`src/hdl/arxh_pkg.sv`:
```
// ----------------------------------------------------------------------------
// ARX four-lane hash package
// Shared types, constants and the multiplier constant table of the hash block.
// ----------------------------------------------------------------------------
package arxh_pkg;

  localparam int unsigned LENGTH_BITS_DEFAULT = 32;
  localparam int unsigned IN_QUEUE_DEPTH      = 4;
  localparam int unsigned OUT_QUEUE_DEPTH     = 2;

  localparam int unsigned WORD_W      = 64;
  localparam int unsigned LEN_W       = 32;
  localparam int unsigned ROT_W       = 6;
  localparam int unsigned CFG_INDEX_W = 3;

  localparam logic [WORD_W-1:0] PHI   = 64'h9E3779B97F4A7C15;
  localparam logic [WORD_W-1:0] MUL_A = 64'h85EBCA77C2B2AE3D;
  localparam logic [WORD_W-1:0] MUL_B = 64'hBF58476D1CE4E5B9;
  localparam logic [WORD_W-1:0] MUL_C = 64'h94D049BB133111EB;

  localparam int unsigned FIN_SHIFT_A = 29;
  localparam int unsigned FIN_SHIFT_B = 31;
  localparam int unsigned FIN_SHIFT_C = 37;
  localparam int unsigned FIN_SHIFT_D = 41;

  localparam logic [WORD_W-1:0] SEED_RESET      = '0;
  localparam logic [ROT_W-1:0]  ROT_ONE_RESET   = 6'd11;
  localparam logic [ROT_W-1:0]  ROT_TWO_RESET   = 6'd19;
  localparam logic [ROT_W-1:0]  ROT_THREE_RESET = 6'd35;
  localparam logic [ROT_W-1:0]  ROT_FOUR_RESET  = 6'd47;

  typedef enum logic [CFG_INDEX_W-1:0] {
    REG_SEED      = 3'd0,
    REG_ROT_ONE   = 3'd1,
    REG_ROT_TWO   = 3'd2,
    REG_ROT_THREE = 3'd3,
    REG_ROT_FOUR  = 3'd4
  } reg_index_t;

  typedef enum logic [1:0] {
    LANE_ONE   = 2'd0,
    LANE_TWO   = 2'd1,
    LANE_THREE = 2'd2,
    LANE_FOUR  = 2'd3
  } lane_t;

  typedef enum logic [2:0] {
    JOB_BASE       = 3'd0,
    JOB_LANE_ONE   = 3'd1,
    JOB_LANE_TWO   = 3'd2,
    JOB_LANE_THREE = 3'd3,
    JOB_LANE_FOUR  = 3'd4,
    JOB_FIN_A      = 3'd5,
    JOB_FIN_B      = 3'd6,
    JOB_FIN_C      = 3'd7
  } job_t;

  typedef struct packed {
    logic [WORD_W-1:0] seed;
    logic [ROT_W-1:0]  rot_one;
    logic [ROT_W-1:0]  rot_two;
    logic [ROT_W-1:0]  rot_three;
    logic [ROT_W-1:0]  rot_four;
  } cfg_t;

  typedef struct packed {
    logic [WORD_W-1:0] word;
    logic              first;
    logic              last;
    logic              upd;
    lane_t             lane;
    logic [LEN_W-1:0]  length;
  } item_t;

  function automatic logic [WORD_W-1:0] job_mult(input job_t job);
    logic [WORD_W-1:0] k;
    case (job)
      JOB_BASE:       k = PHI;
      JOB_LANE_ONE:   k = PHI;
      JOB_LANE_TWO:   k = MUL_A;
      JOB_LANE_THREE: k = MUL_B;
      JOB_LANE_FOUR:  k = MUL_C;
      JOB_FIN_A:      k = MUL_A;
      JOB_FIN_B:      k = MUL_B;
      JOB_FIN_C:      k = PHI;
      default:        k = PHI;
    endcase
    return k;
  endfunction

endpackage

```
`src/hdl/arxh_front.sv`:
```
// ----------------------------------------------------------------------------
// ARX hash front end
// Tracks message length and word position and classifies each word.
// ----------------------------------------------------------------------------
module arxh_front #(
  parameter int unsigned LENGTH_BITS = arxh_pkg::LENGTH_BITS_DEFAULT
) (
  input  logic                          clk,
  input  logic                          rst,
  input  logic                          push,
  output logic                          full,
  input  logic [arxh_pkg::WORD_W-1:0]   data_word,
  input  logic                          first_word,
  input  logic                          last_word,
  input  logic [arxh_pkg::LEN_W-1:0]    message_length,
  input  logic                          q_full,
  output logic                          q_push,
  output arxh_pkg::item_t               q_item
);

  localparam int unsigned LEN_W = arxh_pkg::LEN_W;
  localparam int unsigned LW    = (LENGTH_BITS < LEN_W) ? LENGTH_BITS : LEN_W;
  localparam int unsigned PW    = LW - 2;

  logic [LW-1:0]                 bytes_total;
  logic [LW-1:0]                 bytes_total_next;
  logic [PW-1:0]                 word_position;
  logic [PW-1:0]                 word_position_next;
  logic [LW-1:0]                 cur_len;
  logic [PW-1:0]                 cur_pos;
  logic [LW-4:0]                 block_words;
  logic [LW:0]                   start;
  logic [LW:0]                   remain;
  logic                          in_block;
  logic                          in_tail;
  logic                          remain_small;
  logic                          accept;
  logic [arxh_pkg::WORD_W-1:0]   tail_mask;

  always_comb begin
    accept       = push && !q_full;
    cur_len      = first_word ? message_length[LW-1:0] : bytes_total;
    cur_pos      = first_word ? '0 : word_position;
    block_words  = {cur_len[LW-1:5], 2'b00};
    in_block     = cur_pos < {1'b0, block_words};
    start        = {cur_pos, 3'b000};
    in_tail      = start < {1'b0, cur_len};
    remain       = {1'b0, cur_len} - start;
    remain_small = (remain[LW:3] == '0);
    for (int b = 0; b < 8; b++) begin
      tail_mask[8*b +: 8] = (!remain_small || (3'(b) < remain[2:0])) ? 8'hFF : 8'h00;
    end

    q_item.word   = in_block ? data_word : (data_word & tail_mask);
    q_item.first  = first_word;
    q_item.last   = last_word;
    q_item.upd    = in_block || in_tail;
    q_item.lane   = in_block ? arxh_pkg::lane_t'(cur_pos[1:0]) : arxh_pkg::LANE_ONE;
    q_item.length = LEN_W'(cur_len);

    word_position_next = (cur_pos == '1) ? cur_pos : cur_pos + PW'(1);
    bytes_total_next   = cur_len;

    q_push = accept;
    full   = q_full;
  end

  always_ff @(posedge clk) begin
    if (rst) begin
      bytes_total   <= '0;
      word_position <= '0;
    end else if (accept) begin
      bytes_total   <= bytes_total_next;
      word_position <= word_position_next;
    end
  end

endmodule

```
`config.mk`:
```
export PLATFORM = sky130hd
export DESIGN_NAME = arxh_front
export DESIGN_NICKNAME = d
export VERILOG_FILES = /design/src/hdl/arxh_pkg.sv /design/src/hdl/arxh_front.sv
export SDC_FILE = /design/constraint.sdc
export NUM_CORES = 1
export LEC_CHECK = 0
export BUFFER_PORTS_ARGS = -buffer_cell sky130_fd_sc_hd__buf_2
export CORE_MARGIN = 2
export CORE_UTILIZATION = 50
export CTS_CLUSTER_DIAMETER = 50
export DETAILED_ROUTE_END_ITERATION = 8
export PLACE_DENSITY = 0.78
export SLEW_MARGIN = 20
export SYNTH_ARGS = -nofsm -noshare
export SYNTH_HDL_FRONTEND = slang
export SYNTH_SLANG_ARGS = --single-unit
```
`constraint.sdc`:
```
create_clock -name clk -period 12.06 [get_ports clk]
set_clock_uncertainty 0.15 [all_clocks]
set_input_delay 2.412 -clock clk [delete_from_list [all_inputs] [get_ports clk]]
set_output_delay 2.412 -clock clk [all_outputs]
set_load 0.01 [all_outputs]
```
==> results.txt, run 1 <==
MaxCap Viol Count: 0
Placed cell areas: 0.00781 sq mm
Worst-path clk slew: 50 ps
Peak VDD IR: 61.4 uV
WL/cell: 17.0 microns
Resized Gates After CTS: 0
Final Hold Fails: 0
Final period util: 0.827
Die area: 0.0146 sq mm
Syn nets: 1071
Met1 GRT Util: 0.355
Sink Count: 62
RSZ-0062 raised after global routing: false
Worst-Skew Late Latency: 340 ps
Die width: 121 microns
Core area: 0.0133 sq mm
Reg2Reg Depth: 10
Status: finished, final reports clean
Rel. slew slack: 0.279
Arrival time worst endpoint: 7410 ps
First-pass GRT wire length: 32700 microns
Share of cells above drive strength 1: 0.241
Worst Hold Class: register to register
Final HPWL DP: 16600 microns
Fin. max-slew vios: 0
Final setup margin: 2090 ps
Syn Inst Count: 914
Worst-margin pin slew: 1080 ps
Crit Reg-Reg Startpoint: word_position[0]
Die H: 121 microns
Req. time, crit path: 9500 ps
WS Path Type: input pin to primary output
Hold_buf cts: 0
Initial antenna violation count: 0
Critical path endpoint category: primary output
Post-layout min period: 9970 ps
CTS Buf Count: 9
DRC Markers: 0
H-tree depth: 3
Routed via count: 7192
Largest net degree at the start of global routing: 65
Routability cong.: 0.970
Pre-antenna DRT Iters: 5
Pwr per Cell Area: 89.2 mW/mm^2
DRT iter0 DRCs: 569
Standard-cell rows: 42
Area growth from synthesis to layout: 18.7%
Worst Path Max Fanout: 64
I/O Buffers: 202
Final instance area: 0.00810 sq mm
Worst Hold Launch: bytes_total[1]
# nets final: 1235
Met2 Usage GRT: 0.475
Seq/Total Area, Yosys: 0.182
Met3 GRT Util: 0.0540
Hold Path Stages: 2
Area share of the largest cell type after synthesis: 0.182
Top Usage Layer GRT: met2
Synth area leader: dfxtp_1
Clock Tree Root: clkbuf_16
CP Launch Type: input pin
Fraction of registers with async set/reset: 0
Setup TNS: 0 ps
Ports: 205
Final Power: 0.000723 W
Final setup vio count: 0
Top cells by area, synth: dfxtp_1 18%, ha_1 10%, nand2_1 7.5%
Ys flop type: dfxtp_1
Vias in the first global route: 6452
Fmax: 100 MHz
Syn avg cell area: 7.47 sq um
Final WL: 21400 microns
Final hold slack: 302 ps
Initial core utilization: 0.514
Yosys warning count: 0
GRT Overall Usage: 0.279
TritonCTS clock tree: built
Lkg Pwr: 3.71 nW
Synthesized flop and latch total: 62
Vias/cell: 5.71
Library cells used by synthesis: 85
Critical Path Source: first_word
Final ANT Viol Nets: 0
Post-CTS Setup Repair Bufs: 0
Post-synth EDFFs: 0
Clk buf depth: 2
Overflow after GRT: 0
# diodes: 0
Post-Place Setup Slack: 2190 ps
Mapped Area: 0.00683 sq mm
==> kinds of logic after synthesis <==
logic type / after synthesis / share of synthesized area
AOI/OAI and AO/OA: 247 / 0.265
xor gates and xnor gates: 40 / 0.0552
adders and majority gates: 55 / 0.101
buffers and inverters: 121 / 0.0782
DFF: 62 / 0.182
muxes: 36 / 0.0535
and+or+nand+nor: 353 / 0.265
==> worst paths after layout <==
| path | end | slack, ps |
|---|---|---|
| max | q_item[84] | 2090 |
| min | bytes_total[1] | 300 |
| max reg2reg | word_position[22] | 8190 |
| min reg2reg | bytes_total[1] | 300 |
==> Yosys cell counts (4+ instances only) <==
cell type,n
o211ai_1,8
a211o_1,4
a21o_1,10
o21a_1,6
ha_1,55
nor2b_1,28
nand3_1,18
o21bai_1,4
dfxtp_1,62
xnor2_1,21
xor2_1,17
and4_1,5
nor3_1,21
nand2_1,137
a21boi_1,64
and2_1,9
o21ai_0,18
a31oi_1,6
buf_4,4
a311oi_1,4
clkbuf_1,28
mux2_2,4
nand4_1,12
nor4_1,4
buf_6,7
mux2i_1,32
and3_1,13
nor2_1,64
o21ai_1,4
or3_1,4
buf_2,10
a21oi_1,68
nor4_4,6
inv_1,69
nand2b_1,11
a211oi_1,9
==> routing by layer <==
| layer | vias to the layer above | share of wire | routed length (microns) |
|---|---|---|---|
| met5 | - | 0 | 0 |
| met3 | 38 | 0.082 | 1750 |
| met2 | 310 | 0.49 | 10400 |
| met1 | 3331 | 0.41 | 8820 |
| met4 | 0 | 0.020 | 437 |
| li1 | 3513 | - | - |
==> critical path, cell delays in order <==
cell       delay [ps]
buf_4             600
buf_4             460
mux2i_1           300
ha_1              330
and2_1            220
o2111ai_1         250
a2111oi_0         590
o41ai_1           240
a21oi_2           290
and3_1            200
nand4_1            80
and4b_2          1030
a21boi_1          170
buf_2             210
==> power breakdown <==
| group | switching (W) | total (W) | internal [W] |
|---|---|---|---|
| combinational | 0.000156 | 0.000257 | 0.000101 |
| clock | 0.0000954 | 0.000255 | 0.000159 |
| sequential | 0.00000259 | 0.000212 | 0.000209 |
==> cell type report <==
class,count,area (sq um)
well taps,176,220
fillers,1237,5190
inverters,69,259
multi-input cells,731,5060
flip-flops and latches,62,1240
repair buffers,205,1040
clock inverters,4,47.5
clock buffers,12,236
==> placed cells by master (no fill, tap or decap), types with 4 or more instances in the layout <==
cell / netlist / layout
buf_2: 10 / 200
nand2_1: 137 / 136
inv_1: 69 / 69
a21oi_1: 68 / 68
nor2_1: 64 / 64
a21boi_1: 64 / 64
dfxtp_1: 62 / 62
ha_1: 55 / 55
mux2i_1: 32 / 32
nor2b_1: 28 / 28
xnor2_1: 21 / 21
nor3_1: 21 / 21
o21ai_0: 18 / 18
nand3_1: 18 / 18
xor2_1: 17 / 17
and3_1: 13 / 13
nand4_1: 12 / 12
nand2b_1: 11 / 11
a21o_1: 10 / 10
and2_1: 9 / 9
a211oi_1: 9 / 9
clkbuf_16: 0 / 9
o211ai_1: 8 / 8
o21a_1: 6 / 6
a31oi_1: 6 / 6
nor4_4: 6 / 6
and4_1: 5 / 5
buf_4: 4 / 5
mux2_2: 4 / 4
a211o_1: 4 / 4
a311oi_1: 4 / 4
o21ai_1: 4 / 4
o21bai_1: 4 / 4
or3_1: 4 / 4
nor4_1: 4 / 4
==> flip-flops by register name (all words and copies together) (netlist names) <==
register	flops
bytes_total	32
word_position	30
==> metrics by stage <==
stage,cells,utilization
3_3_place_gp,1243,0.588
5_1_grt,1259,0.610
4_1_cts,1259,0.609
3_5_place_dp,1243,0.588
2_1_floorplan,914,-
6_report,1259,0.610
(Power assumes the default switching activity.)
==> inputs of run 2 (changes only) <==
--- a/config.mk
+++ b/config.mk
@@ -5,6 +5,7 @@
 export SDC_FILE = /design/constraint.sdc
 export NUM_CORES = 1
 export LEC_CHECK = 0
+export ABC_AREA = 1
 export BUFFER_PORTS_ARGS = -buffer_cell sky130_fd_sc_hd__buf_2
 export CORE_MARGIN = 2
 export CORE_UTILIZATION = 50
==> constraint.sdc (replaced) <==
create_clock -name clk -period 9.73 [get_ports clk]
set_clock_uncertainty 0.15 [all_clocks]
set_input_delay 1.946 -clock clk [delete_from_list [all_inputs] [get_ports clk]]
set_output_delay 1.946 -clock clk [all_outputs]
set_load 0.01 [all_outputs]
==> results.txt, run 2 <==
Final hold slack: 300 ps (-2.77 ps)
Ports: 205 (unchanged)
Synth cell count leaders: 343 x nand2_1, 245 x inv_1, 122 x nor2_1
Overflow after GRT: 0 (unchanged)
Vias in the first global route: 7601 (+18%)
Hold_buf cts: 0 (unchanged)
Ys flop type: dfxtp_1
MaxCap Viol Count: 0 (unchanged)
Routed via count: 8348 (+16%)
Largest Register: bytes_total
Fin. max-slew vios: 0 (unchanged)
Number of flip-flops in the largest register: 32 (unchanged)
Final Power: 0.000916 W (+27%)
Area share of the largest cell type after synthesis: 0.188 (+0.00668)
Final setup vio count: 0 (unchanged)
Top cells by area, synth: nand2_1 19%, dfxtp_1 18%, inv_1 13%
Final period util: 0.808
CTS Buf Count: 9 (unchanged)
Worst-path clk slew: 50 ps (about the same)
Core area: 0.0133 sq mm (unchanged)
Die width: 121 microns (about the same)
Arrival time worst endpoint: 5770 ps (-1640 ps)
Worst Path Max Fanout: 41 (-36%)
Final HPWL DP: 18800 microns (+14%)
Dpl cells: 1576 (+27%)
Standard-cell rows: 42 (unchanged)
Fillers: 1349 (+9.1%)
Initial antenna violation count: 0 (unchanged)
Status: finished, final reports clean
Clk buf depth: 2 (unchanged)
Yosys warning count: 0 (unchanged)
Mux share of post-synthesis cell area: 0 (-0.0535)
GRT Overall Usage: 0.321 (+0.0415)
CP Launch Type: input pin
Critical path endpoint category: primary output
Worst Hold Class: register to register
Die area: 0.0146 sq mm (about the same)
Clock Tree Root: clkbuf_16
Setup TNS: 0 ps (unchanged)
DRT iter0 DRCs: 655 (+15%)
Pre-antenna DRT Iters: 5 (unchanged)
I/O Buffers: 202 (unchanged)
WL/cell: 14.9 microns (-12%)
Syn avg cell area: 5.57 sq um (-25%)
Fraction of registers with async set/reset: 0 (unchanged)
WS Path Type: input pin to primary output
Fmax: 127 MHz
Vias/cell: 5.24 (-8.2%)
Biggest regs: bytes_total x32, word_position x30
Most frequent cells in the layout: 343 x nand2_1, 245 x inv_1, 202 x buf_2
Rel. slew slack: 0.301 (+0.0220)
Sink Count: 62 (unchanged)
XOR/XNOR Fraction of Synth Area: 0.00897 (-0.0462)
H-tree depth: 3 (unchanged)
Mapped Area: 0.00683 sq mm (about the same)
Post-layout min period: 7860 ps
Initial core utilization: 0.514 (about the same)
Syn Inst Count: 1227 (+34%)
Synthesized flop and latch total: 62 (unchanged)
Count leader, synth: nand2_1
Final ANT Viol Nets: 0 (unchanged)
Routability cong.: 1.01 (+4.5%)
Most common cell after layout, fill and taps aside: nand2_1
Peak VDD IR: 136 uV (+120%)
Post-synth EDFFs: 0 (unchanged)
# nets final: 1568 (+27%)
Share of cells above drive strength 1: 0.185 (-0.0560)
Fraction of the mapped netlist area in simple logic gates: 0.408 (+0.143)
RSZ-0062 raised after global routing: false
Seq/Total Area, Yosys: 0.182 (about the same)
Post-CTS Setup Repair Bufs: 0 (unchanged)
Library cells used by synthesis: 44 (-48%)
# diodes: 0 (unchanged)
Worst-Skew Late Latency: 350 ps (about the same)
Area growth from synthesis to layout: 21.1%
Synth Area in Adders: 0.101 (about the same)
Req. time, crit path: 7630 ps (-1870 ps)
First-pass GRT wire length: 37200 microns (+14%)
Final std cells w/o fill: 1592 (+26%)
Compound-Gate Fraction of Synth Area: 0.142 (-0.123)
Resized Gates After CTS: 0 (unchanged)
Die H: 121 microns (about the same)
Final WL: 23700 microns (+11%)
Worst-margin pin slew: 1050 ps (-32.9 ps)
Largest net degree at the start of global routing: 58 (-11%)
Pwr per Cell Area: 111 mW/mm^2 (+24%)
Synth area leader: nand2_1
Lkg Pwr: 4.48 nW (+21%)
TritonCTS clock tree: built
Final Hold Fails: 0 (unchanged)
Largest family of logic cells by synthesized area: simple AND/OR/NAND/NOR gates
Syn nets: 1384 (+29%)
DRC Markers: 0 (unchanged)
==> run 2: power by group <==
| part | switching (W) | internal [W] | total [W] |
|---|---|---|---|
| Sequential | 0.00000288 | 0.000261 | 0.000264 |
| Clock | 0.000132 | 0.000238 | 0.000370 |
| Combinational | 0.000183 | 0.0000996 | 0.000283 |
| Total | 0.000318 | 0.000599 | 0.000916 |
==> run 2: cell type report <==
type | count | area, sq um | share of cell area
multi-input cells | 885 | 4510 | 0.546
flip-flops and latches | 62 | 1240 | 0.150
repair buffers | 205 | 1030 | 0.125
inverters | 248 | 931 | 0.113
clock buffers | 11 | 253 | 0.0306
well taps | 176 | 220 | 0.0266
clock inverters | 5 | 81.3 | 0.00983
==> run 2: path summary, 6_finish.rpt <==
| check | endpoint | slack, ps | cells after the start | from |
|---|---|---|---|---|
| setup / recovery | q_item[87] | 1870 | 20 | first_word |
| hold / removal | bytes_total[4] | 300 | 2 | bytes_total[4] |
| setup reg to reg | word_position[24] | 6820 | 10 | word_position[0] |
| hold reg to reg | bytes_total[4] | 300 | 2 | bytes_total[4] |
==> run 2: routing by layer <==
| layer | GRT usage | part of all wire |
|---|---|---|
| met1 | 0.391 | 0.42 |
| met2 | 0.550 | 0.47 |
| met3 | 0.0625 | 0.081 |
| met4 | 0.134 | 0.031 |
| met5 | 0 | 0 |
==> run 2: stage by stage <==
stage / area, sq um / util / worst slack [ps]
floorplan: 6830 / - / 2470
global placement: 7940 / 0.597 / 1940
detailed placement: 7940 / 0.597 / 1930
CTS: 8270 / 0.622 / 1920
global route: 8270 / 0.622 / 1510
finish: 8270 / 0.622 / 1870
==> run 2: worst max-delay path, cell delays in order <==
cell and delay [ps]:
buf_2 110, inv_2 490, or2_2 210, o21ai_0 120
ha_1 510, nand2_1 160, nor2_1 190, inv_1 60
nor2_1 180, nor3b_1 200, nand2_1 100, nand3_2 170
nand2_1 80, nor2_1 100, nand3_1 120, nor3_4 280
nand3_1 330, nand2_1 170, inv_1 70, buf_2 140
==> run 2: logic make-up after synthesis <==
kind of cell | count (synthesis)
buffers and inverters | 280
flip-flops | 62
AO/OA/AOI/OAI | 179
XOR/XNOR | 7
AND/OR/NAND/NOR | 644
adder cells (fa/ha/maj) | 55
