### src/hdl/arxh_fifo.sv
// ----------------------------------------------------------------------------
// ARX hash queue
// Short first-word-fall-through queue built from shifting register slots.
// ----------------------------------------------------------------------------
module arxh_fifo #(
  parameter int unsigned WIDTH = 1,
  parameter int unsigned DEPTH = 2
) (
  input  logic             clk,
  input  logic             rst,
  input  logic             wr_en,
  input  logic [WIDTH-1:0] wr_data,
  output logic             full,
  input  logic             rd_en,
  output logic [WIDTH-1:0] rd_data,
  output logic             empty
);

  localparam int unsigned CW = $clog2(DEPTH + 1);

  logic [CW-1:0]    count;
  logic [CW-1:0]    wr_idx;
  logic [WIDTH-1:0] slot [DEPTH];
  logic             do_push;
  logic             do_pop;

  assign full    = (count == CW'(DEPTH));
  assign empty   = (count == '0);
  assign do_push = wr_en && !full;
  assign do_pop  = rd_en && !empty;
  assign wr_idx  = count - CW'(do_pop);
  assign rd_data = slot[0];

  always_ff @(posedge clk) begin
    if (rst) begin
      count <= '0;
    end else begin
      count <= count + CW'(do_push) - CW'(do_pop);
    end
  end

  for (genvar i = 0; i < DEPTH; i++) begin : g_slot
    if (i < DEPTH - 1) begin : g_shift
      always_ff @(posedge clk) begin
        if (do_push && (wr_idx == CW'(i))) begin
          slot[i] <= wr_data;
        end else if (do_pop) begin
          slot[i] <= slot[i+1];
        end
      end
    end else begin : g_tail
      always_ff @(posedge clk) begin
        if (do_push && (wr_idx == CW'(i))) begin
          slot[i] <= wr_data;
        end
      end
    end
  end

endmodule

### config.mk
export PLATFORM = sky130hd
export DESIGN_NAME = arxh_fifo
export DESIGN_NICKNAME = d
export VERILOG_FILES = /design/src/hdl/arxh_fifo.sv
export SDC_FILE = /design/constraint.sdc
export NUM_CORES = 1
export LEC_CHECK = 0
export ABC_AREA = 1
export BUFFER_PORTS_ARGS = -buffer_cell sky130_fd_sc_hd__buf_2
export CORE_AREA = 2 2 39 41
export DETAILED_ROUTE_END_ITERATION = 12
export DIE_AREA = 0 0 41 43
export PLACE_DENSITY = 0.36
export REMOVE_ABC_BUFFERS = 1
export SLEW_MARGIN = 0
export SYNTH_ARGS = -nofsm -noshare
export SYNTH_HDL_FRONTEND = slang
export SYNTH_SLANG_ARGS = --single-unit
### constraint.sdc
create_clock -name clk -period 1.9 [get_ports clk]
set_clock_uncertainty 0.2 [all_clocks]
set_input_delay 0.38 -clock clk [delete_from_list [all_inputs] [get_ports clk]]
set_output_delay 0.38 -clock clk [all_outputs]
set_load 0.03 [all_outputs]
==> flow_summary.json, run 1 <==
{
  "netlist_area_um2": 280,
  "period_minus_slack_ns": 1.72,
  "drc": 0,
  "synth.avg_cell_area_um2": 7.38,
  "cts_resized": 0,
  "dp_cells": 61,
  "setup-violations-final": 0,
  "grt_pass1_vias": 254,
  "grt_usage_pct": 8.73,
  "nets": 58,
  "hold_viol": 0,
  "max_freq_mhz": 583,
  "cts_tree": "done",
  "endpoint_kind": "register",
  "antenna_found_initial": 0,
  "ant_nets": 0,
  "synth_commonest_cells": "inv_1 (10), nand2_1 (7)",
  "synth_top_area_share_pct": 21.4,
  "clk_latency_ns": 0.23,
  "drive_gt1_share_pct": 30.6,
  "root_buffer": "clkbuf_4",
  "std_cell_rows": 14,
  "crit_chain": "nor2_2 -> nor2_2 -> inv_1 -> ha_1 -> inv_1 -> ha_1 -> inv_1 -> nand2_1 -> a21oi_1 -> nor2_1",
  "holdBufCountCts": 0,
  "first_iter_violations": 0,
  "synthMostInstantiatedCell": "inv_1",
  "required_ns": 1.82,
  "syn_inst": 38,
  "cts.clk_slew.worst_paths_ns": 0.03,
  "core-area_um2": 1380,
  "ios": 8,
  "cap_violations": 0,
  "fp.dieW_um": 41,
  "synth_seq_cells": 4,
  "cp_max_fo": 4,
  "p_leak_nw": 0.198,
  "hold_path_startpoint": "rst",
  "crit_path_start_kind": "register",
  "critPathLaunch": "count[0]",
  "diodes": 0,
  "vias": 246,
  "finalWorstSetupSlack_ns": 0.184,
  "tns_ns": 0,
  "cp.arrival_ns": 1.64,
  "viasPerCell": 3.78,
  "drv_slew": 0,
  "powerDensity_nw_per_um2": 1760,
  "drt_pass1_iterations": 1,
  "crit_slowest_cell": "dfxtp_1",
  "drt-total-wl_um": 523,
  "cts_made_buffers": 3,
  "p_total_mw": 0.637,
  "crit_path_frequent_cell": "inv_1",
  "reg2reg_slack_ns": 0.18,
  "clk_path_buf_depth": 2,
  "relSlewSlack_pct": 87.0,
  "rsz0062_at_grt": "no",
  "fin_crit_sh_pct": 90.3,
  "wl_per_cell_um": 8.05,
  "grt_max_degree": 5,
  "hp-class": "primary input to register",
  "synth_cell_type_count": 13,
  "synth-edff-count": 2,
  "hpwl_um": 446,
  "cts_setup_buffers": 0,
  "fp.dieH_um": 43,
  "finalNonFillerCells": 65,
  "async_flop_share_pct": 0,
  "max_stage_delay_ns": 0.41,
  "dp_slack_ns": 0.125,
  "start_util_pct": 20.3,
  "clock_sinks": 4,
  "whs_ns": 0.113,
  "cts.htree.levels": 1,
  "synth_ff_type": "edfxtp_1",
  "grt_first_pass_wirelength_um": 931,
  "gp_congestion": 0.673,
  "r2r_start": "count[0]",
  "status": "complete, no violations",
  "grt-ovfl-total": 0,
  "yosysTopAreaCell": "edfxtp_1",
  "synth.area.top_cells": "edfxtp_1 (21%), dfxtp_1 (14%), ha_1 (13%)",
  "critPathKind": "register to register",
  "yosys_warnings": 0,
  "areaGrowthSynthToFinish_pct": 29.0,
  "fillers": 171,
  "tightestPinTransition_ns": 0.194,
  "portBuffers": 7,
  "dieArea_um2": 1760,
  "irDropWorstVdd_uv": 557,
  "seq_area_frac_synth_pct": 35.7
}
-- worst max-delay path, delay by kind of cell (launching register included) --
kind | cells | cell delay, ns
adder cells (fa/ha/maj) | 2 | 0.44
flip-flops | 1 | 0.41
AND/OR/NAND/NOR | 4 | 0.28
buffers and inverters | 3 | 0.15
AO/OA/AOI/OAI | 1 | 0.14
-- power breakdown --
group / switching (mW) / total, mW / internal [mW]
Clock: 0.0422 / 0.121 / 0.0793
Combinational: 0.228 / 0.346 / 0.118
Sequential: 0.0335 / 0.170 / 0.136
-- final timing paths --
path,to,depth (start not counted)
hold reg to reg,slot[0][0],2
hold / removal,count[0],2
setup / recovery,count[1],10
setup reg to reg,count[1],10
-- metal layers --
layer	GRT usage, %	wire length, um	vias to the layer above
met4	6.00	0	0
met5	0	0	-
met1	7.37	199	102
met3	7.85	62	0
li1	-	-	136
met2	12.5	261	8
-- cell usage in the layout (no fill, tap or decap) --
master	Yosys	final
a21oi_1	1	1
buf_2	0	7
clkbuf_1	0	1
clkbuf_4	0	3
dfxtp_1	2	2
edfxtp_1	2	2
ha_1	3	3
inv_1	10	10
inv_2	1	1
nand2_1	7	7
nand3_1	3	3
nor2_1	3	3
nor2_2	3	3
nor2_4	1	1
o21ai_0	1	1
xor2_1	1	1
-- stage by stage --
stage	cell area (um^2)	util, %
3_3_place_gp	335	24.2
6_report	362	26.1
4_1_cts	362	26.1
3_5_place_dp	335	24.2
2_1_floorplan	280	-
5_1_grt	362	26.1
-- final cells by class --
class	count	area (um^2)	share of cell area, %
inverters	11	41.3	11.4
clock buffers	4	26.3	7.27
multi-input cells	23	139	38.4
well taps	16	20.0	5.54
repair buffers	7	35.0	9.69
flip-flops and latches	4	100	27.7
-- flip-flops by register name, summed over array words and instances, names as in the netlist --
signal,flops
slot,2
count,2
-- cell families after synthesis --
kind of cell	Yosys count	synth area share (%)
compound gates	2	3.57
xor+xnor	1	3.13
buf+inv	11	14.7
simple gates	17	29.5
fa+ha+maj	3	13.4
flops	4	35.7
No activity file was read; power rests on OpenSTA's default activity.
==> run 2: changes to the inputs <==
--- a/config.mk
+++ b/config.mk
@@ -6,11 +6,11 @@
 export NUM_CORES = 1
 export LEC_CHECK = 0
 export ABC_AREA = 1
-export BUFFER_PORTS_ARGS = -buffer_cell sky130_fd_sc_hd__buf_2
 export CORE_AREA = 2 2 39 41
 export DETAILED_ROUTE_END_ITERATION = 12
 export DIE_AREA = 0 0 41 43
-export PLACE_DENSITY = 0.36
+export DONT_BUFFER_PORTS = 1
+export PLACE_DENSITY = 0.32
 export REMOVE_ABC_BUFFERS = 1
 export SLEW_MARGIN = 0
 export SYNTH_ARGS = -nofsm -noshare
==> constraint.sdc (replaced) <==
create_clock -name clk -period 1.38 [get_ports clk]
set_clock_uncertainty 0.2 [all_clocks]
set_input_delay 0.276 -clock clk [delete_from_list [all_inputs] [get_ports clk]]
set_output_delay 0.276 -clock clk [all_outputs]
set_load 0.03 [all_outputs]
==> flow_summary.json, run 2 (synthesis gave the netlist of run 1 again) <==
{
  "status": "complete, but fails checks",
  "violations": "negative setup slack",
  "p_comb_share_pct": 69.0,
  "layout_commonest_cell": "buf_4",
  "setup-violations-final": 7,
  "grt_max_degree": 4,
  "dieArea_um2": 1760,
  "tightestPinTransition_ns": 0.283,
  "start_util_pct": 20.3,
  "relSlewSlack_pct": 81.2,
  "hpwl_um": 428,
  "critPathKind": "register to register",
  "clkPwrFrac_pct": 11.0,
  "path_depth": 11,
  "grt_first_pass_wirelength_um": 931,
  "rr_worst_depth": 11,
  "fp.dieW_um": 41,
  "largestRegisters": "count: 2 flops, slot: 2 flops",
  "max_stage_delay_ns": 0.35,
  "wl_per_cell_um": 9.58,
  "ios": 8,
  "cap_violations": 0,
  "cts.clk_slew.worst_paths_ns": 0.05,
  "core-area_um2": 1380,
  "period_minus_slack_ns": 1.59,
  "p_int_mw": 0.824,
  "cp.arrival_ns": 1.51,
  "fp.dieH_um": 43,
  "std_cell_rows": 14,
  "drive_gt1_share_pct": 66.1,
  "critPathBufInv": 3,
  "cts_made_buffers": 3,
  "powerDensity_nw_per_um2": 2620,
  "hold_viol": 0,
  "grt-ovfl-total": 0,
  "grt_usage_pct": 8.22,
  "p_total_mw": 1.47,
  "rsz0062_at_grt": "yes",
  "nets": 65,
  "max_freq_mhz": 629,
  "p_leak_nw": 0.258,
  "drt_pass1_iterations": 4,
  "fillers": 142,
  "grt_pass1_vias": 265,
  "root_buffer": "clkbuf_4",
  "cts_tree": "done",
  "drt-total-wl_um": 690,
  "finalNonFillerCells": 72,
  "utilization_pct": 40.5,
  "crit_slowest_cell": "dfxtp_4",
  "crit_chain": "inv_4 -> nor2_4 -> nor2_4 -> inv_2 -> ha_4 -> inv_2 -> ha_4 -> nand2_1 -> nand3_2 -> nand2_1 -> nor2_1",
  "vias": 292,
  "gp_congestion": 0.669,
  "clk_latency_ns": 0.23,
  "first_iter_violations": 1,
  "ant_nets": 0,
  "required_ns": 1.30,
  "holdPathStages": 2,
  "hp-class": "primary input to register",
  "cts.htree.levels": 1,
  "cp_max_fo": 3,
  "diodes": 0,
  "fin_crit_sh_pct": 115,
  "dp_cells": 60,
  "irDropWorstVdd_uv": 916,
  "p_sw_mw": 0.642,
  "crit_family": "adder cells",
  "finalWorstSetupSlack_ns": -0.211,
  "endpoint_kind": "register",
  "viasPerCell": 4.06,
  "drc": 0,
  "crit_path_start_kind": "register",
  "clk_path_buf_depth": 2,
  "antenna_found_initial": 0,
  "multiInputGateArea_um2": 234,
  "clock_sinks": 4,
  "drv_slew": 0,
  "regArea_um2": 108,
  "swShare_pct": 43.8,
  "areaGrowthSynthToFinish_pct": 100,
  "seqPwrFrac_pct": 20.0,
  "portBuffers": 0
}
## run 2: cell types whose count changed in the layout (fill, tap and decap cells not counted), moves of 3 or more
| cell | previous run | this run |
|---|---|---|
| buf_2 | 7 | 0 |
| nor2_2 | 3 | 0 |
| inv_2 | 1 | 5 |
| buf_4 | 0 | 7 |
| nor2_4 | 1 | 5 |
| inv_1 | 10 | 5 |
| buf_6 | 0 | 5 |
| ha_1 | 3 | 0 |
| ha_4 | 0 | 3 |
## run 2: layout make-up
type,instances,area share (%)
clock buffer,4,4.69
inverter,11,7.81
multi-input combinational,23,41.7
sequential,4,19.2
tap,16,3.57
timing repair buffer,14,23.0
## run 2: path summary, 6_finish.rpt
check	startpoint	endpoint	slack, ns
worst max-delay path	count[1]	count[1]	-0.21
worst max register to register	count[1]	count[1]	-0.21
worst min-delay path	wr_data	slot[0][0]	0.02
worst min register to register	slot[0][1]	slot[0][0]	0.36
## run 2: metrics by stage
| stage | setup TNS (ns) | area, um^2 | setup WS, ns | hold slack (ns) |
|---|---|---|---|---|
| after detailed placement | -1.11 | 345 | -0.307 | 0.154 |
| final | -0.736 | 561 | -0.211 | 0.0200 |
| after floorplan | -1.91 | 280 | -0.464 | 0.147 |
| after global routing | -1.09 | 561 | -0.283 | 0.0324 |
| after CTS | -0.986 | 437 | -0.247 | 0.0110 |
| after global placement | -1.06 | 345 | -0.302 | 0.154 |
## run 2: power by group through the flow
stage	Clock [mW]	Sequential (mW)	Combinational, mW
after floorplan	0	0.255	0.361
after global placement	0	0.259	0.543
after detailed placement	0	0.259	0.549
after CTS	0.168	0.263	0.632
after global routing	0.174	0.304	1.11
final	0.161	0.294	1.01
## run 2: per-layer routing
metal	vias up	global-route usage (%)	part of all wire, %
met3	0	7.85	4.3
met2	5	13.8	61
met4	0	0	0
met5	-	0	0
li1	153	-	-
met1	134	7.37	34
## run 2: repair_timing
action / CTS / global route
gates resized for setup: 5 / 28
setup endpoints to repair: 7 / 7
pin swaps: 3 / 3
hold buffers: 2 / 0
hold endpoints to repair: 3 / 0
buffers inserted: 4 / 3
==> run 3: changes to the inputs <==
--- a/config.mk
+++ b/config.mk
@@ -5,12 +5,11 @@
 export SDC_FILE = /design/constraint.sdc
 export NUM_CORES = 1
 export LEC_CHECK = 0
-export ABC_AREA = 1
 export CORE_AREA = 2 2 39 41
 export DETAILED_ROUTE_END_ITERATION = 12
 export DIE_AREA = 0 0 41 43
 export DONT_BUFFER_PORTS = 1
-export PLACE_DENSITY = 0.32
+export PLACE_DENSITY = 0.3
 export REMOVE_ABC_BUFFERS = 1
 export SLEW_MARGIN = 0
 export SYNTH_ARGS = -nofsm -noshare
==> flow_summary.json, run 3 <==
{
  "hpwl_um": 441,
  "critPathBufInv": 2,
  "synth-edff-count": 2,
  "endpoint_kind": "register",
  "grt_pass1_vias": 278,
  "synth_top_area_share_pct": 24.4,
  "clk_path_buf_depth": 2,
  "r2r-end": "count[1]",
  "first_iter_violations": 0,
  "powerDensity_nw_per_um2": 2110,
  "diodes": 0,
  "tightestPinTransition_ns": 0.292,
  "holdPathStages": 1,
  "reg2reg_slack_ns": -0.34,
  "async_flop_share_pct": 0,
  "final_cell_mix": "buf_6 (9), buf_4 (6), ha_4 (3), clkbuf_4 (3)",
  "p_leak_nw": 0.230,
  "setup-violations-final": 7,
  "status": "complete, but fails checks",
  "period_minus_slack_ns": 1.72,
  "required_ns": 1.30,
  "drc": 0,
  "max_stage_delay_ns": 0.33,
  "clk_latency_ns": 0.25,
  "syn_inst": 25,
  "clock_sinks": 4,
  "whs_ns": 0.0515,
  "gp_congestion": 0.647,
  "grt_max_degree": 5,
  "wl_per_cell_um": 11.9,
  "grt-ovfl-total": 0,
  "hold_viol": 0,
  "root_buffer": "clkbuf_4",
  "crit_path_frequent_cell": "ha_4",
  "nets": 55,
  "crit_family": "adder cells",
  "grt_first_pass_wirelength_mm": 1.21,
  "cts_tree": "done",
  "std_cell_rows": 14,
  "synth.avg_cell_area_um2": 9.86,
  "netlist_area_um2": 246,
  "dp_slack_ns": -0.480,
  "core-area_um2": 1380,
  "cts.htree.levels": 1,
  "design_area_um2": 556,
  "hold_path_startpoint": "wr_data",
  "antenna_found_initial": 0,
  "grt_usage_pct": 11.0,
  "synth.area.top_cells": "edfxtp_1 (24%), dfxtp_1 (16%), ha_1 (15%)",
  "drv_slew": 0,
  "multiInputGateArea_um2": 226,
  "synth_commonest_cells": "ha_1 (3), inv_1 (3), nor2_1 (3)",
  "cts.clk_slew.worst_paths_ns": 0.05,
  "violations": "negative setup slack",
  "r2r_start": "count[1]",
  "max_freq_mhz": 581,
  "seq_area_frac_synth_pct": 40.6,
  "yosysTopAreaCell": "edfxtp_1",
  "relSlewSlack_pct": 80.6,
  "viasPerCell": 4.34,
  "ios": 8,
  "irDropWorstVdd_uv": 699,
  "fillers": 137,
  "portBuffers": 0,
  "largestRegisters": "count: 2 flops, slot: 2 flops",
  "start_util_pct": 17.8,
  "regArea_um2": 103,
  "synth_ff_type": "edfxtp_1",
  "vias": 269,
  "place_area_um2": 342,
  "yosys_warnings": 0,
  "drt-total-wl_um": 738,
  "drt_pass1_iterations": 1,
  "synth_seq_cells": 4,
  "drive_gt1_share_pct": 76.1,
  "rr_worst_depth": 9,
  "cap_violations": 0,
  "fp.dieH_um": 43,
  "fp.dieW_um": 41,
  "areaGrowthSynthToFinish_pct": 125,
  "cp_max_fo": 2,
  "critPathKind": "register to register",
  "rsz0062_at_grt": "yes",
  "crit_chain": "nor2_4 -> nor2b_4 -> buf_6 -> ha_4 -> inv_2 -> ha_4 -> xnor2_2 -> xnor2_1 -> nor2_1",
  "hp-class": "primary input to register",
  "whs_endpoint": "slot[0][0]",
  "layout_commonest_cell": "buf_6",
  "finalWorstSetupSlack_ns": -0.341,
  "crit_slowest_cell": "dfxtp_2",
  "dieArea_um2": 1760,
  "ant_nets": 0,
  "crit_path_start_kind": "register",
  "cts_made_buffers": 3,
  "fin_crit_sh_pct": 125,
  "synth_cell_type_count": 14,
  "cp.arrival_ns": 1.64
}
[run 3: cell types whose count changed in the layout (fill, tap and decap cells not counted), sizes merged, moves of 2 or more]
cell | previous run | this run
nor2 | 7 | 3
nand3 | 3 | 1
xnor2 | 0 | 2
nand2 | 7 | 0
buf | 12 | 15
nor2b | 0 | 2
o21ai | 1 | 3
inv | 11 | 3
[run 3: area by class of cell]
class                      instances  area share, %
tap                               16           3.60
inverter                           3           2.48
multi-input combinational         18           40.8
timing repair buffer              17           30.0
sequential                         4           18.5
clock buffer                       4           4.73
[run 3: cells by family (layout without fill, tap and decap cells)]
logic type,count (synthesis),after routing,synth area share [%]
adder cells (fa/ha/maj),3,3,15.2
multiplexers,1,1,4.57
AND/OR/NAND/NOR,7,7,15.2
AO/OA/AOI/OAI,5,5,12.7
buffers and inverters,3,24,4.57
XOR/XNOR,2,2,7.11
flip-flops,4,4,40.6
[run 3: metal layers]
layer | routed length [um] | up-vias | GRT usage [%]
met5 | 0 | - | 0
met4 | 13 | 0 | 8.00
met3 | 32 | 2 | 6.81
met2 | 448 | 9 | 17.2
met1 | 243 | 128 | 9.62
li1 | - | 130 | -
[run 3: timing repair]
| action | 4_1_cts | 5_1_grt |
|---|---|---|
| resized for setup | 20 | 13 |
| hold endpoints to repair | 3 | 0 |
| hold buffers | 2 | 0 |
| endpoints found under the setup margin | 7 | 7 |
| pin swaps | 5 | 6 |
| buffers inserted | 5 | 3 |
[run 3: how the worst max path moves through the flow]
| stage | start | end | slack (ns) | cells past startpoint |
|---|---|---|---|---|
| after global routing | count[1] | count[1] | -0.42 | 9 |
| after detailed placement | count[1] | slot[0][0] | -0.48 | 6 |
| after floorplan | count[0] | slot[0][0] | -0.84 | 6 |
| final | count[1] | count[1] | -0.34 | 9 |
| after CTS | count[0] | slot[0][0] | -0.42 | 6 |
| after global placement | count[1] | slot[0][0] | -0.46 | 6 |
[run 3: worst register-to-register path: cells and delay by family, from the launching register on]
kind | cells | cell delay [ns]
xor+xnor | 2 | 0.26
fa+ha+maj | 2 | 0.40
buf+inv | 2 | 0.16
flops | 1 | 0.33
simple gates | 3 | 0.27
[run 3: power breakdown]
group	switching, mW	total, mW	internal, mW	leakage [nW]
combinational	0.311	0.772	0.461	0.179
clock	0.0570	0.166	0.109	0.0150
sequential	0.0568	0.235	0.178	0.0360
total	0.424	1.17	0.748	0.230
[run 3: stage by stage]
step | power (mW) | instances | TNS [ns] | utilization, %
6_report | 1.17 | 62 | -1.50 | 40.1
5_1_grt | 1.26 | 62 | -1.77 | 40.1
4_1_cts | 1.03 | 60 | -1.68 | 35.0
3_5_place_dp | 0.650 | 51 | -1.81 | 24.7
3_3_place_gp | 0.650 | 51 | -1.79 | 24.7
2_1_floorplan | 0.448 | 25 | -3.25 | -
